==> src/sv/swa_pkg.sv <==
`timescale 1ns / 1ps
// ----------------------------------------------------------------------------
// swa_pkg
// Shared types and constants for the stable window average block.
// ----------------------------------------------------------------------------
package swa_pkg;

	localparam int WINDOW_LEN  = 25;
	localparam int SAMPLE_W    = 16;
	localparam int LIMIT_W     = 16;
	localparam int AVG_W       = 13;
	localparam int CNT_W       = $clog2(WINDOW_LEN);

	localparam logic [SAMPLE_W-1:0] MIN_SENTINEL = SAMPLE_W'(10000);
	localparam logic [LIMIT_W-1:0]  LIMIT_RESET  = LIMIT_W'(40);

	// x / 10 for 16-bit x: (x * 0xCCCD) >> 19
	localparam int DIV10_W     = 16;
	localparam logic [DIV10_W-1:0] DIV10_MUL = DIV10_W'(52429);
	localparam int DIV10_SHIFT = 19;
	localparam int TENTH_MAX   = 6553;

	// sum of tenths and the rounded division by the window length
	localparam int SUM_MAX     = WINDOW_LEN * TENTH_MAX;
	localparam int SUM_W       = $clog2(SUM_MAX + 1);
	localparam int ROUND_ADD   = WINDOW_LEN - WINDOW_LEN / 2;
	localparam int NUM_W       = $clog2(SUM_MAX + ROUND_ADD + 1);
	localparam int DIV_SHIFT   = NUM_W + 6;
	localparam longint RECIP   = ((64'd1 << DIV_SHIFT) + WINDOW_LEN - 1) / WINDOW_LEN;
	localparam int RECIP_W     = $clog2(RECIP + 1);
	localparam int PROD_W      = NUM_W + RECIP_W;

	typedef enum logic [2:0] {
		S_IDLE,
		S_SCAN,
		S_FLUSH,
		S_DIVIDE,
		S_FINISH
	} state_t;

	typedef struct packed {
		logic clear;
		logic scan;
	} acc_ctrl_t;

endpackage

==> src/sv/swa_cell.sv <==
`timescale 1ns / 1ps
// ----------------------------------------------------------------------------
// swa_cell
// One window entry; loads its neighbor's value when the chain advances.
// ----------------------------------------------------------------------------
module swa_cell (
	input  logic                         clk,
	input  logic                         arst_n,
	input  logic                         en,
	input  logic [swa_pkg::SAMPLE_W-1:0] d,
	output logic [swa_pkg::SAMPLE_W-1:0] q
);
	import swa_pkg::*;

	logic [SAMPLE_W-1:0] val_q;

	always_ff @(posedge clk or negedge arst_n) begin
		if (!arst_n) begin
			val_q <= '0;
		end else if (en) begin
			val_q <= d;
		end
	end

	assign q = val_q;

endmodule

==> src/sv/swa_accum.sv <==
`timescale 1ns / 1ps
// ----------------------------------------------------------------------------
// swa_accum
// Tracks max, min and the sum of tenths over the entries leaving the chain head.
// ----------------------------------------------------------------------------
module swa_accum (
	input  logic                         clk,
	input  logic                         arst_n,
	input  swa_pkg::acc_ctrl_t           ctrl,
	input  logic [swa_pkg::SAMPLE_W-1:0] head,
	output logic [swa_pkg::SAMPLE_W-1:0] hi,
	output logic [swa_pkg::SAMPLE_W-1:0] lo,
	output logic [swa_pkg::SUM_W-1:0]    sum
);
	import swa_pkg::*;

	logic [SAMPLE_W-1:0]         hi_q;
	logic [SAMPLE_W-1:0]         lo_q;
	logic [SUM_W-1:0]            sum_q;
	logic [SAMPLE_W+DIV10_W-1:0] prod;
	logic [AVG_W-1:0]            tenth_s1;
	logic                        tenth_vld_s1;

	assign prod = head * DIV10_MUL;

	always_ff @(posedge clk or negedge arst_n) begin
		if (!arst_n) begin
			tenth_vld_s1 <= 1'b0;
		end else begin
			tenth_vld_s1 <= ctrl.scan;
		end
	end

	always_ff @(posedge clk) begin
		tenth_s1 <= prod[DIV10_SHIFT +: AVG_W];
	end

	always_ff @(posedge clk) begin
		if (ctrl.clear) begin
			hi_q  <= '0;
			lo_q  <= MIN_SENTINEL;
			sum_q <= '0;
		end else begin
			if (ctrl.scan) begin
				if (head > hi_q) begin
					hi_q <= head;
				end
				if (head < lo_q) begin
					lo_q <= head;
				end
			end
			if (tenth_vld_s1) begin
				sum_q <= sum_q + SUM_W'(tenth_s1);
			end
		end
	end

	assign hi  = hi_q;
	assign lo  = lo_q;
	assign sum = sum_q;

endmodule

==> src/sv/stable_window_average_top.sv <==
`timescale 1ns / 1ps
// ----------------------------------------------------------------------------
// stable_window_average_top
// Range-gated moving average over a window of the latest sensor samples.
// ----------------------------------------------------------------------------
// channel   direction  handshake              payload
// input     in         in_valid / in_stall    sample[15:0]
// output    out        out_valid / out_stall  average[12:0], stable
// config    in         cfg_we                 cfg_data[15:0]
//
// An item is shifted in with its sample, then the cell chain rotates once fully
// past the accumulator, then the block steps through flush, divide and finish.
// The single accumulator on the chain head lets only one item be in work at a time.
// Reset clears the window to zeros and the limit to 40.
// A stalled output holds its item; a new item is taken while it waits.
// ----------------------------------------------------------------------------
module stable_window_average_top (
	input  logic                         clk,
	input  logic                         arst_n,
	input  logic                         in_valid,
	output logic                         in_stall,
	input  logic [swa_pkg::SAMPLE_W-1:0] sample,
	output logic                         out_valid,
	input  logic                         out_stall,
	output logic [swa_pkg::AVG_W-1:0]    average,
	output logic                         stable,
	input  logic                         cfg_we,
	input  logic [swa_pkg::LIMIT_W-1:0]  cfg_data
);
	import swa_pkg::*;

	state_t              state_q;
	state_t              state_d;
	logic [CNT_W-1:0]    cnt_q;
	logic [LIMIT_W-1:0]  limit_q;
	logic                accept;
	logic                chain_en;
	logic                load_out;
	logic [SAMPLE_W-1:0] tail_d;
	logic [SAMPLE_W-1:0] cell_q [WINDOW_LEN];
	logic [SAMPLE_W-1:0] hi;
	logic [SAMPLE_W-1:0] lo;
	logic [SUM_W-1:0]    sum;
	acc_ctrl_t           acc_ctrl;
	logic [PROD_W-1:0]   quot_prod_q;
	logic                stable_q;
	logic                out_valid_q;
	logic [AVG_W-1:0]    average_q;
	logic                out_stable_q;

	assign accept   = in_valid && !in_stall;
	assign in_stall = (state_q != S_IDLE);
	assign chain_en = accept || (state_q == S_SCAN);
	assign tail_d   = accept ? sample : cell_q[0];

	// cell chain: each cell takes its upper neighbor, the tail takes sample or head
	for (genvar i = 0; i < WINDOW_LEN; i++) begin : g_cell
		if (i == WINDOW_LEN - 1) begin : g_tail
			swa_cell u_cell (
				.clk    (clk),
				.arst_n (arst_n),
				.en     (chain_en),
				.d      (tail_d),
				.q      (cell_q[i])
			);
		end else begin : g_body
			swa_cell u_cell (
				.clk    (clk),
				.arst_n (arst_n),
				.en     (chain_en),
				.d      (cell_q[i+1]),
				.q      (cell_q[i])
			);
		end
	end

	assign acc_ctrl.clear = accept;
	assign acc_ctrl.scan  = (state_q == S_SCAN);

	swa_accum u_accum (
		.clk    (clk),
		.arst_n (arst_n),
		.ctrl   (acc_ctrl),
		.head   (cell_q[0]),
		.hi     (hi),
		.lo     (lo),
		.sum    (sum)
	);

	always_ff @(posedge clk or negedge arst_n) begin
		if (!arst_n) begin
			limit_q <= LIMIT_RESET;
		end else if (cfg_we) begin
			limit_q <= cfg_data;
		end
	end

	always_ff @(posedge clk or negedge arst_n) begin
		if (!arst_n) begin
			state_q <= S_IDLE;
			cnt_q   <= '0;
		end else begin
			state_q <= state_d;
			if (state_q == S_SCAN) begin
				cnt_q <= cnt_q + CNT_W'(1);
			end else begin
				cnt_q <= '0;
			end
		end
	end

	always_comb begin
		state_d  = state_q;
		load_out = 1'b0;
		unique case (state_q)
			S_IDLE: begin
				if (accept) begin
					state_d = S_SCAN;
				end
			end
			S_SCAN: begin
				if (cnt_q == CNT_W'(WINDOW_LEN - 1)) begin
					state_d = S_FLUSH;
				end
			end
			S_FLUSH: begin
				state_d = S_DIVIDE;
			end
			S_DIVIDE: begin
				state_d = S_FINISH;
			end
			S_FINISH: begin
				if (!out_valid_q || !out_stall) begin
					load_out = 1'b1;
					state_d  = S_IDLE;
				end
			end
			default: begin
				state_d = S_IDLE;
			end
		endcase
	end

	// rounded quotient by reciprocal multiply: (sum + L - L/2) / L
	always_ff @(posedge clk) begin
		if (state_q == S_DIVIDE) begin
			quot_prod_q <= PROD_W'(NUM_W'(sum) + NUM_W'(ROUND_ADD)) * PROD_W'(RECIP);
			stable_q    <= (hi - lo) < limit_q;
		end
	end

	always_ff @(posedge clk or negedge arst_n) begin
		if (!arst_n) begin
			out_valid_q <= 1'b0;
		end else if (load_out) begin
			out_valid_q <= 1'b1;
		end else if (!out_stall) begin
			out_valid_q <= 1'b0;
		end
	end

	always_ff @(posedge clk) begin
		if (load_out) begin
			average_q    <= stable_q ? quot_prod_q[DIV_SHIFT +: AVG_W] : '0;
			out_stable_q <= stable_q;
		end
	end

	assign out_valid = out_valid_q;
	assign average   = average_q;
	assign stable    = out_stable_q;

	a_zero_when_unstable: assert property (@(posedge clk) disable iff (!arst_n)
		out_valid && !stable |-> average == '0)
		else $error("unstable item carries nonzero average");

	a_accept_starts_scan: assert property (@(posedge clk) disable iff (!arst_n)
		accept |=> state_q == S_SCAN && cnt_q == '0)
		else $error("accepted item did not start a scan");

	a_range_ordered: assert property (@(posedge clk) disable iff (!arst_n)
		state_q == S_DIVIDE |-> hi >= lo)
		else $error("window max below min after scan");

	a_no_overwrite: assert property (@(posedge clk) disable iff (!arst_n)
		out_valid_q && out_stall |=> out_valid_q && $stable(average_q))
		else $error("stalled output item was dropped or changed");

endmodule
==> config.mk <==
export PLATFORM = sky130hd
export DESIGN_NAME = stable_window_average_top
export DESIGN_NICKNAME = d
export VERILOG_FILES = /design/src/sv/swa_pkg.sv /design/src/sv/swa_cell.sv /design/src/sv/swa_accum.sv /design/src/sv/stable_window_average_top.sv
export SDC_FILE = /design/constraint.sdc
export NUM_CORES = 1
export LEC_CHECK = 0
export ABC_AREA = 1
export ABC_CLOCK_PERIOD_IN_PS = 12200
export BUFFER_PORTS_ARGS = -buffer_cell sky130_fd_sc_hd__buf_4
export CAP_MARGIN = 40
export CORE_UTILIZATION = 57
export CTS_BUF_LIST = sky130_fd_sc_hd__clkbuf_8
export DETAILED_ROUTE_END_ITERATION = 8
export PLACE_DENSITY_LB_ADDON = 0.3
export SKIP_LAST_GASP = 1
export SLEW_MARGIN = 40
export SYNTH_ARGS = -nofsm -noshare
export SYNTH_HDL_FRONTEND = slang
export SYNTH_SLANG_ARGS = --single-unit
export TNS_END_PERCENT = 30
==> constraint.sdc <==
create_clock -name clk -period 12.2 [get_ports clk]
set_input_delay 1.22 -clock clk [delete_from_list [all_inputs] [get_ports clk]]
set_output_delay 1.22 -clock clk [all_outputs]
set_load 0.01 [all_outputs]
# Word-level counts from Yosys, hierarchy flattened
# Index checks and enable logic that the tools add are counted.
# totals
register_bits	541
elab_cells	77
out_inout_bits	16
input_bits	37
# op_classes
multipliers	2
mux	10
add_sub_neg	4
eq_ne	9
order_cmp	3
n_reduce_logical	11
# op_table
op	n
19-bit by 20-bit multiplier with 37-bit output, second input constant	1
16-bit < comparator	2
16-bit by 16-bit multiplier with 32-bit output, second input constant	1
18-bit by 4-bit adder with 19-bit output, second input constant	1
18-bit by 13-bit adder with 18-bit output	1
16-bit > comparator	1
16-bit two-way mux	1
16-bit subtractor	1
3-bit one-hot mux with 5 select lines	1
3-bit two-way mux	3
3-bit by 2-bit == test with 1-bit output, second input constant	2
2-bit inequality test, second input constant	3
5-bit by 1-bit adder with 5-bit output, second input constant	1
5-bit == test, second input constant	1
5-bit two-way mux	1
1-bit two-way mux	4
2-bit AND reduction	2
3-bit by 1-bit == test with 1-bit output, second input constant	1
3-bit == test, second input constant	1
1-bit logical NOT	3
3-bit logical NOT	1
3-bit AND reduction	1
3-bit nonzero test	1
1-bit logical OR	2
other kinds (2)	2

# Longest topological paths before layout
# logic_depth
word_depth	5
depth_mapped	34
mapped_depth_nobuf	34

# Cells and area by module
# A second synthesis with hierarchy kept.
# hier_totals
hier_cells	4212
area_unflattened_um2	35520.3
# modules_own_cells
mod	instances	cells_each	area_per_inst_um2	seq_area_each_um2
swa_cell	25	68	644.4	400.4
stable_window_average_top	1	1282	10349.9	1468.9
swa_accum	1	1230	9061.2	1286.2

# Least setup slack after synthesis
# Ideal clock, no wire load.
# synth_path
path_type	register -> register
from	reg u_accum.sum_q[0], in the netlist u_accum.sum[0]
to	reg quot_prod_q[32], data pin
t_required_ns	11.948
n_path_buf	0
period_less_slack_ns	6.399
setup_slack_ns	5.801
path_stages_with_launch	25
t_arrival_ns	6.146
setup_time_ns	0.252
cell_sequence	dfxtp_1 -> ha_1 -> inv_1 -> nand2_1 -> nand4_1 -> xnor2_1 -> inv_1 -> fa_1 -> fa_1 -> fa_1 -> inv_1 -> fa_1 -> fa_1 -> inv_1 -> fa_1 -> inv_1 -> ha_1 -> a21oi_1 -> nor2_1 -> nor2_1 -> o21ai_0 -> a211oi_1 -> nand2_1 -> nand2_1 -> nand2_1
# synth_via
elab_chain_len	2
# synth_lines
element	line	text
start, declared	swa_accum.sv:19	logic [SUM_W-1:0] sum_q;
start signal, assigned	swa_accum.sv:53	sum_q <= sum_q + SUM_W'(tenth_s1);
18-bit by 4-bit adder with 19-bit output	stable_window_average_top.sv:147	quot_prod_q <= PROD_W'(NUM_W'(sum) + NUM_W'(ROUND_ADD)) * PROD_W'(RECIP);
19-bit by 20-bit multiplier with 37-bit output	stable_window_average_top.sv:147	
end signal, assigned	stable_window_average_top.sv:147	
end, declared	stable_window_average_top.sv:45	logic [PROD_W-1:0] quot_prod_q;
# No other way between the ends.
# A chain may end at the register's enable or synchronous reset.

# Worst setup path in the final report
# layout_path
from	reg u_accum.sum_q[0], in the netlist u_accum.sum[0]
to	reg quot_prod_q[36], data pin
# The elaborated chain is that of the path after synthesis.

==> out/metrics.cfg <==
[sta]
timing.clock.skew_ns=0.0615
timing.final.crit_share=0.578
final_sum_of_negative_setup_slack_ns=0
min_period_ns=7.05
max_slew_margin=0.494
setup_repair_after_global_routing_missed_its_margin=false
finalHoldViolCount=0
timing_worst_slew_pin_value_ns=0.758
maxSlewViolCount=0
final_setup_fails=0
max_clock_freq_ghz=0.142

[clocking]
clock_sinks=517
number_of_buffers_between_clock_root_and_the_deepest_sink=3
cts_max_level=3
clock_insertion_delay_worst_skew_ns=0.72
clkSlewWorstSetupHoldPaths_ns=0.06
clockRootBuffer=sky130_fd_sc_hd__clkbuf_8
cts_tree=yes
hold_bufs_at_cts=0
tritoncts.num_buffers=87
cts_setup_buffers=0
cts_resized=0

[floorplan]
num_io_pins=53
die_width_um=245
initial_core_util=0.580
dieArea_um2=60100
fp.coreArea_um2=58000
die_height_um=245
row_count=88

[routing]
drc_errors=1
dr.first_iter.drc_count=1730
route.detailed.vias_per_inst=5.18
totalWireLength_um=73500
dr_wl_cell_um=15.4
antenna_violating_nets_post_route=0
drt_pre_antenna_iters=9
route.vias.total=24800

[setup_path]
critPathBufInv=7
critical_path_arrival_ns=7.53
crit_type=flop to flop
worst-r2r-setup-slack_ns=5.15
worst_path_dominant_cell_family=adder cells
worst_ep_required_time_ns=12.68
timing.rr.end=quot_prod_q[36]
worst_setup_path_end_kind=flop
slowest_stage=sky130_fd_sc_hd__dfxtp_1
timing.critical_path.depth=28
crit_path_max_incr_delay_ns=0.74
worst-r2r-cell-count=28
crit_fanout=10
crit_path_frequent_cell=sky130_fd_sc_hd__inv_1
setup.worst_path.start_class=flop
r2r_start=u_accum.sum[0]

[global_route]
gr-usage-all-layers=0.259
number_of_global_route_vias_before_repair=24800
grt_pass1_wl_um=124000
grt_antenna_before_repair=1
grt_remaining_overflow=0
pin_count_of_the_biggest_net_entering_global_routing=188

[synth]
synth_edf_count=28
avgSynthCellArea_um2=8.65
ys_dominant_reg_cell=sky130_fd_sc_hd__dfrtp_1
synthesis.nets=4499
seq_area_frac_synth=0.379
synth.largest_area_cell=sky130_fd_sc_hd__dfrtp_1
synth_area_um2=33700
ys.warnings.count=0
fraction_of_post_synthesis_cell_area_in_the_top_cell_type_by_area=0.315
ffs_latches_synth=517
synthTopCellsByArea=sky130_fd_sc_hd__dfrtp_1 32%, sky130_fd_sc_hd__ha_1 13%, sky130_fd_sc_hd__fa_1 12%
syn_inst=3896
synth_cell_type_count=47
async_reset_ff_frac=0.824

[finish]
syn_to_final_growth_pct=8.51
final_cell_mix=854 x sky130_fd_sc_hd__inv_1, 623 x sky130_fd_sc_hd__nand2_1, 424 x sky130_fd_sc_hd__dfrtp_1
layout-drive-gt1-share=0.0536
final_net_count=4548
layout.cells.most_common=sky130_fd_sc_hd__inv_1

[flow_run]
timing.max_cap.violations=0

[placement]
io_buffers=52
placer_congestion_estimate=1.00
dp_hpwl_um=55800

[worst_hold_path]
hold_wc_path_type=primary input to asynchronous set/reset pin

[run_status]
status=finished with violations
failed_checks=design-rule violations

[cells by family (layout without fill, tap and decap cells)]
group           count (synthesis)  count (layout)  share of synthesized area
compound gates                683             683                      0.108
mux                             3               3                    0.00100
fa+ha+maj                     566             566                      0.256
flops                         517             517                      0.379
xor+xnor                       49              49                     0.0127
buf+inv                       938            1056                      0.108
other cells                     0               1                          0
simple gates                 1140            1140                      0.135
[through the flow]
step | area [µm²] | cells | worst slack [ns] | hold WS [ns] | utilization
floorplan | 33700 | 3896 | 5.80 | 0.429 | -
global placement | 34700 | 4618 | 5.36 | 0.437 | 0.598
detailed placement | 34700 | 4620 | 5.16 | 0.443 | 0.599
CTS | 36500 | 4778 | 5.20 | 0.459 | 0.629
global route | 36500 | 4780 | 4.54 | 0.367 | 0.630
finish | 36500 | 4780 | 5.15 | 0.368 | 0.630
[worst max-delay path by stage]
| stage | end | start | slack, ns |
|---|---|---|---|
| after floorplan | quot_prod_q[32] | u_accum.sum[0] | 5.80 |
| after global placement | quot_prod_q[29] | u_accum.sum[0] | 5.36 |
| after detailed placement | quot_prod_q[35] | u_accum.sum[0] | 5.16 |
| after CTS | quot_prod_q[35] | u_accum.sum[0] | 5.20 |
| after global routing | quot_prod_q[35] | u_accum.sum[0] | 4.54 |
| final | quot_prod_q[36] | u_accum.sum[0] | 5.15 |
[flip-flops by register name, indices dropped and copies added, names as in the netlist, 3 cells and up]
| signal | flops |
|---|---|
| g_cell.g_tail.u_cell.q | 16 |
| u_accum.hi | 16 |
| u_accum.tenth_s1 | 13 |
| state_q | 3 |
| u_accum.lo | 16 |
| u_accum.sum | 18 |
| limit_q | 16 |
| average | 13 |
| quot_prod_q | 13 |
| cnt_q | 5 |
| g_cell.g_body.u_cell.q | 384 |
[final cells by class]
type / instances / area (µm²)
Fill cell: 4977 / 21500
Multi-Input combinational cell: 2441 / 17300
Sequential cell: 517 / 12800
Inverter: 825 / 3100
Clock buffer: 100 / 1380
Tap cell: 765 / 957
Timing Repair Buffer: 73 / 656
Clock inverter: 58 / 383
Antenna cell: 1 / 2.50
[cell usage after synthesis, types with 5 or more instances]
library cell               number
sky130_fd_sc_hd__dfxtp_1       63
sky130_fd_sc_hd__o21ai_1       14
sky130_fd_sc_hd__inv_1        820
sky130_fd_sc_hd__ha_1         361
sky130_fd_sc_hd__o211ai_1      11
sky130_fd_sc_hd__clkbuf_1      23
sky130_fd_sc_hd__nand3_1       90
sky130_fd_sc_hd__nand4_1       31
sky130_fd_sc_hd__o221ai_1      14
sky130_fd_sc_hd__xnor2_1       11
sky130_fd_sc_hd__buf_2         82
sky130_fd_sc_hd__o21ai_0      266
sky130_fd_sc_hd__fa_1         205
sky130_fd_sc_hd__inv_2          5
sky130_fd_sc_hd__xor2_1        38
sky130_fd_sc_hd__o21bai_1      16
sky130_fd_sc_hd__a21boi_0       7
sky130_fd_sc_hd__nand2_1      623
sky130_fd_sc_hd__nor3_1        21
sky130_fd_sc_hd__edfxtp_1      28
sky130_fd_sc_hd__a21oi_1      327
sky130_fd_sc_hd__a21o_1        10
sky130_fd_sc_hd__a31oi_1        5
sky130_fd_sc_hd__nor2_1       356
sky130_fd_sc_hd__dfrtp_1      424
[metal layers]
metal  wire [µm]  share of wire  GRT usage  vias up
li1            -              -          -    12300
met1       33900           0.46      0.363    11700
met2       33000           0.45      0.405      576
met3        4090          0.056     0.0433      158
met4        2500          0.034     0.0965        0
met5           0              0          0        -
Power is left out: the tool's default activity adds up to more than one toggle a clock period on the data nets, which glitch-free logic cannot reach.
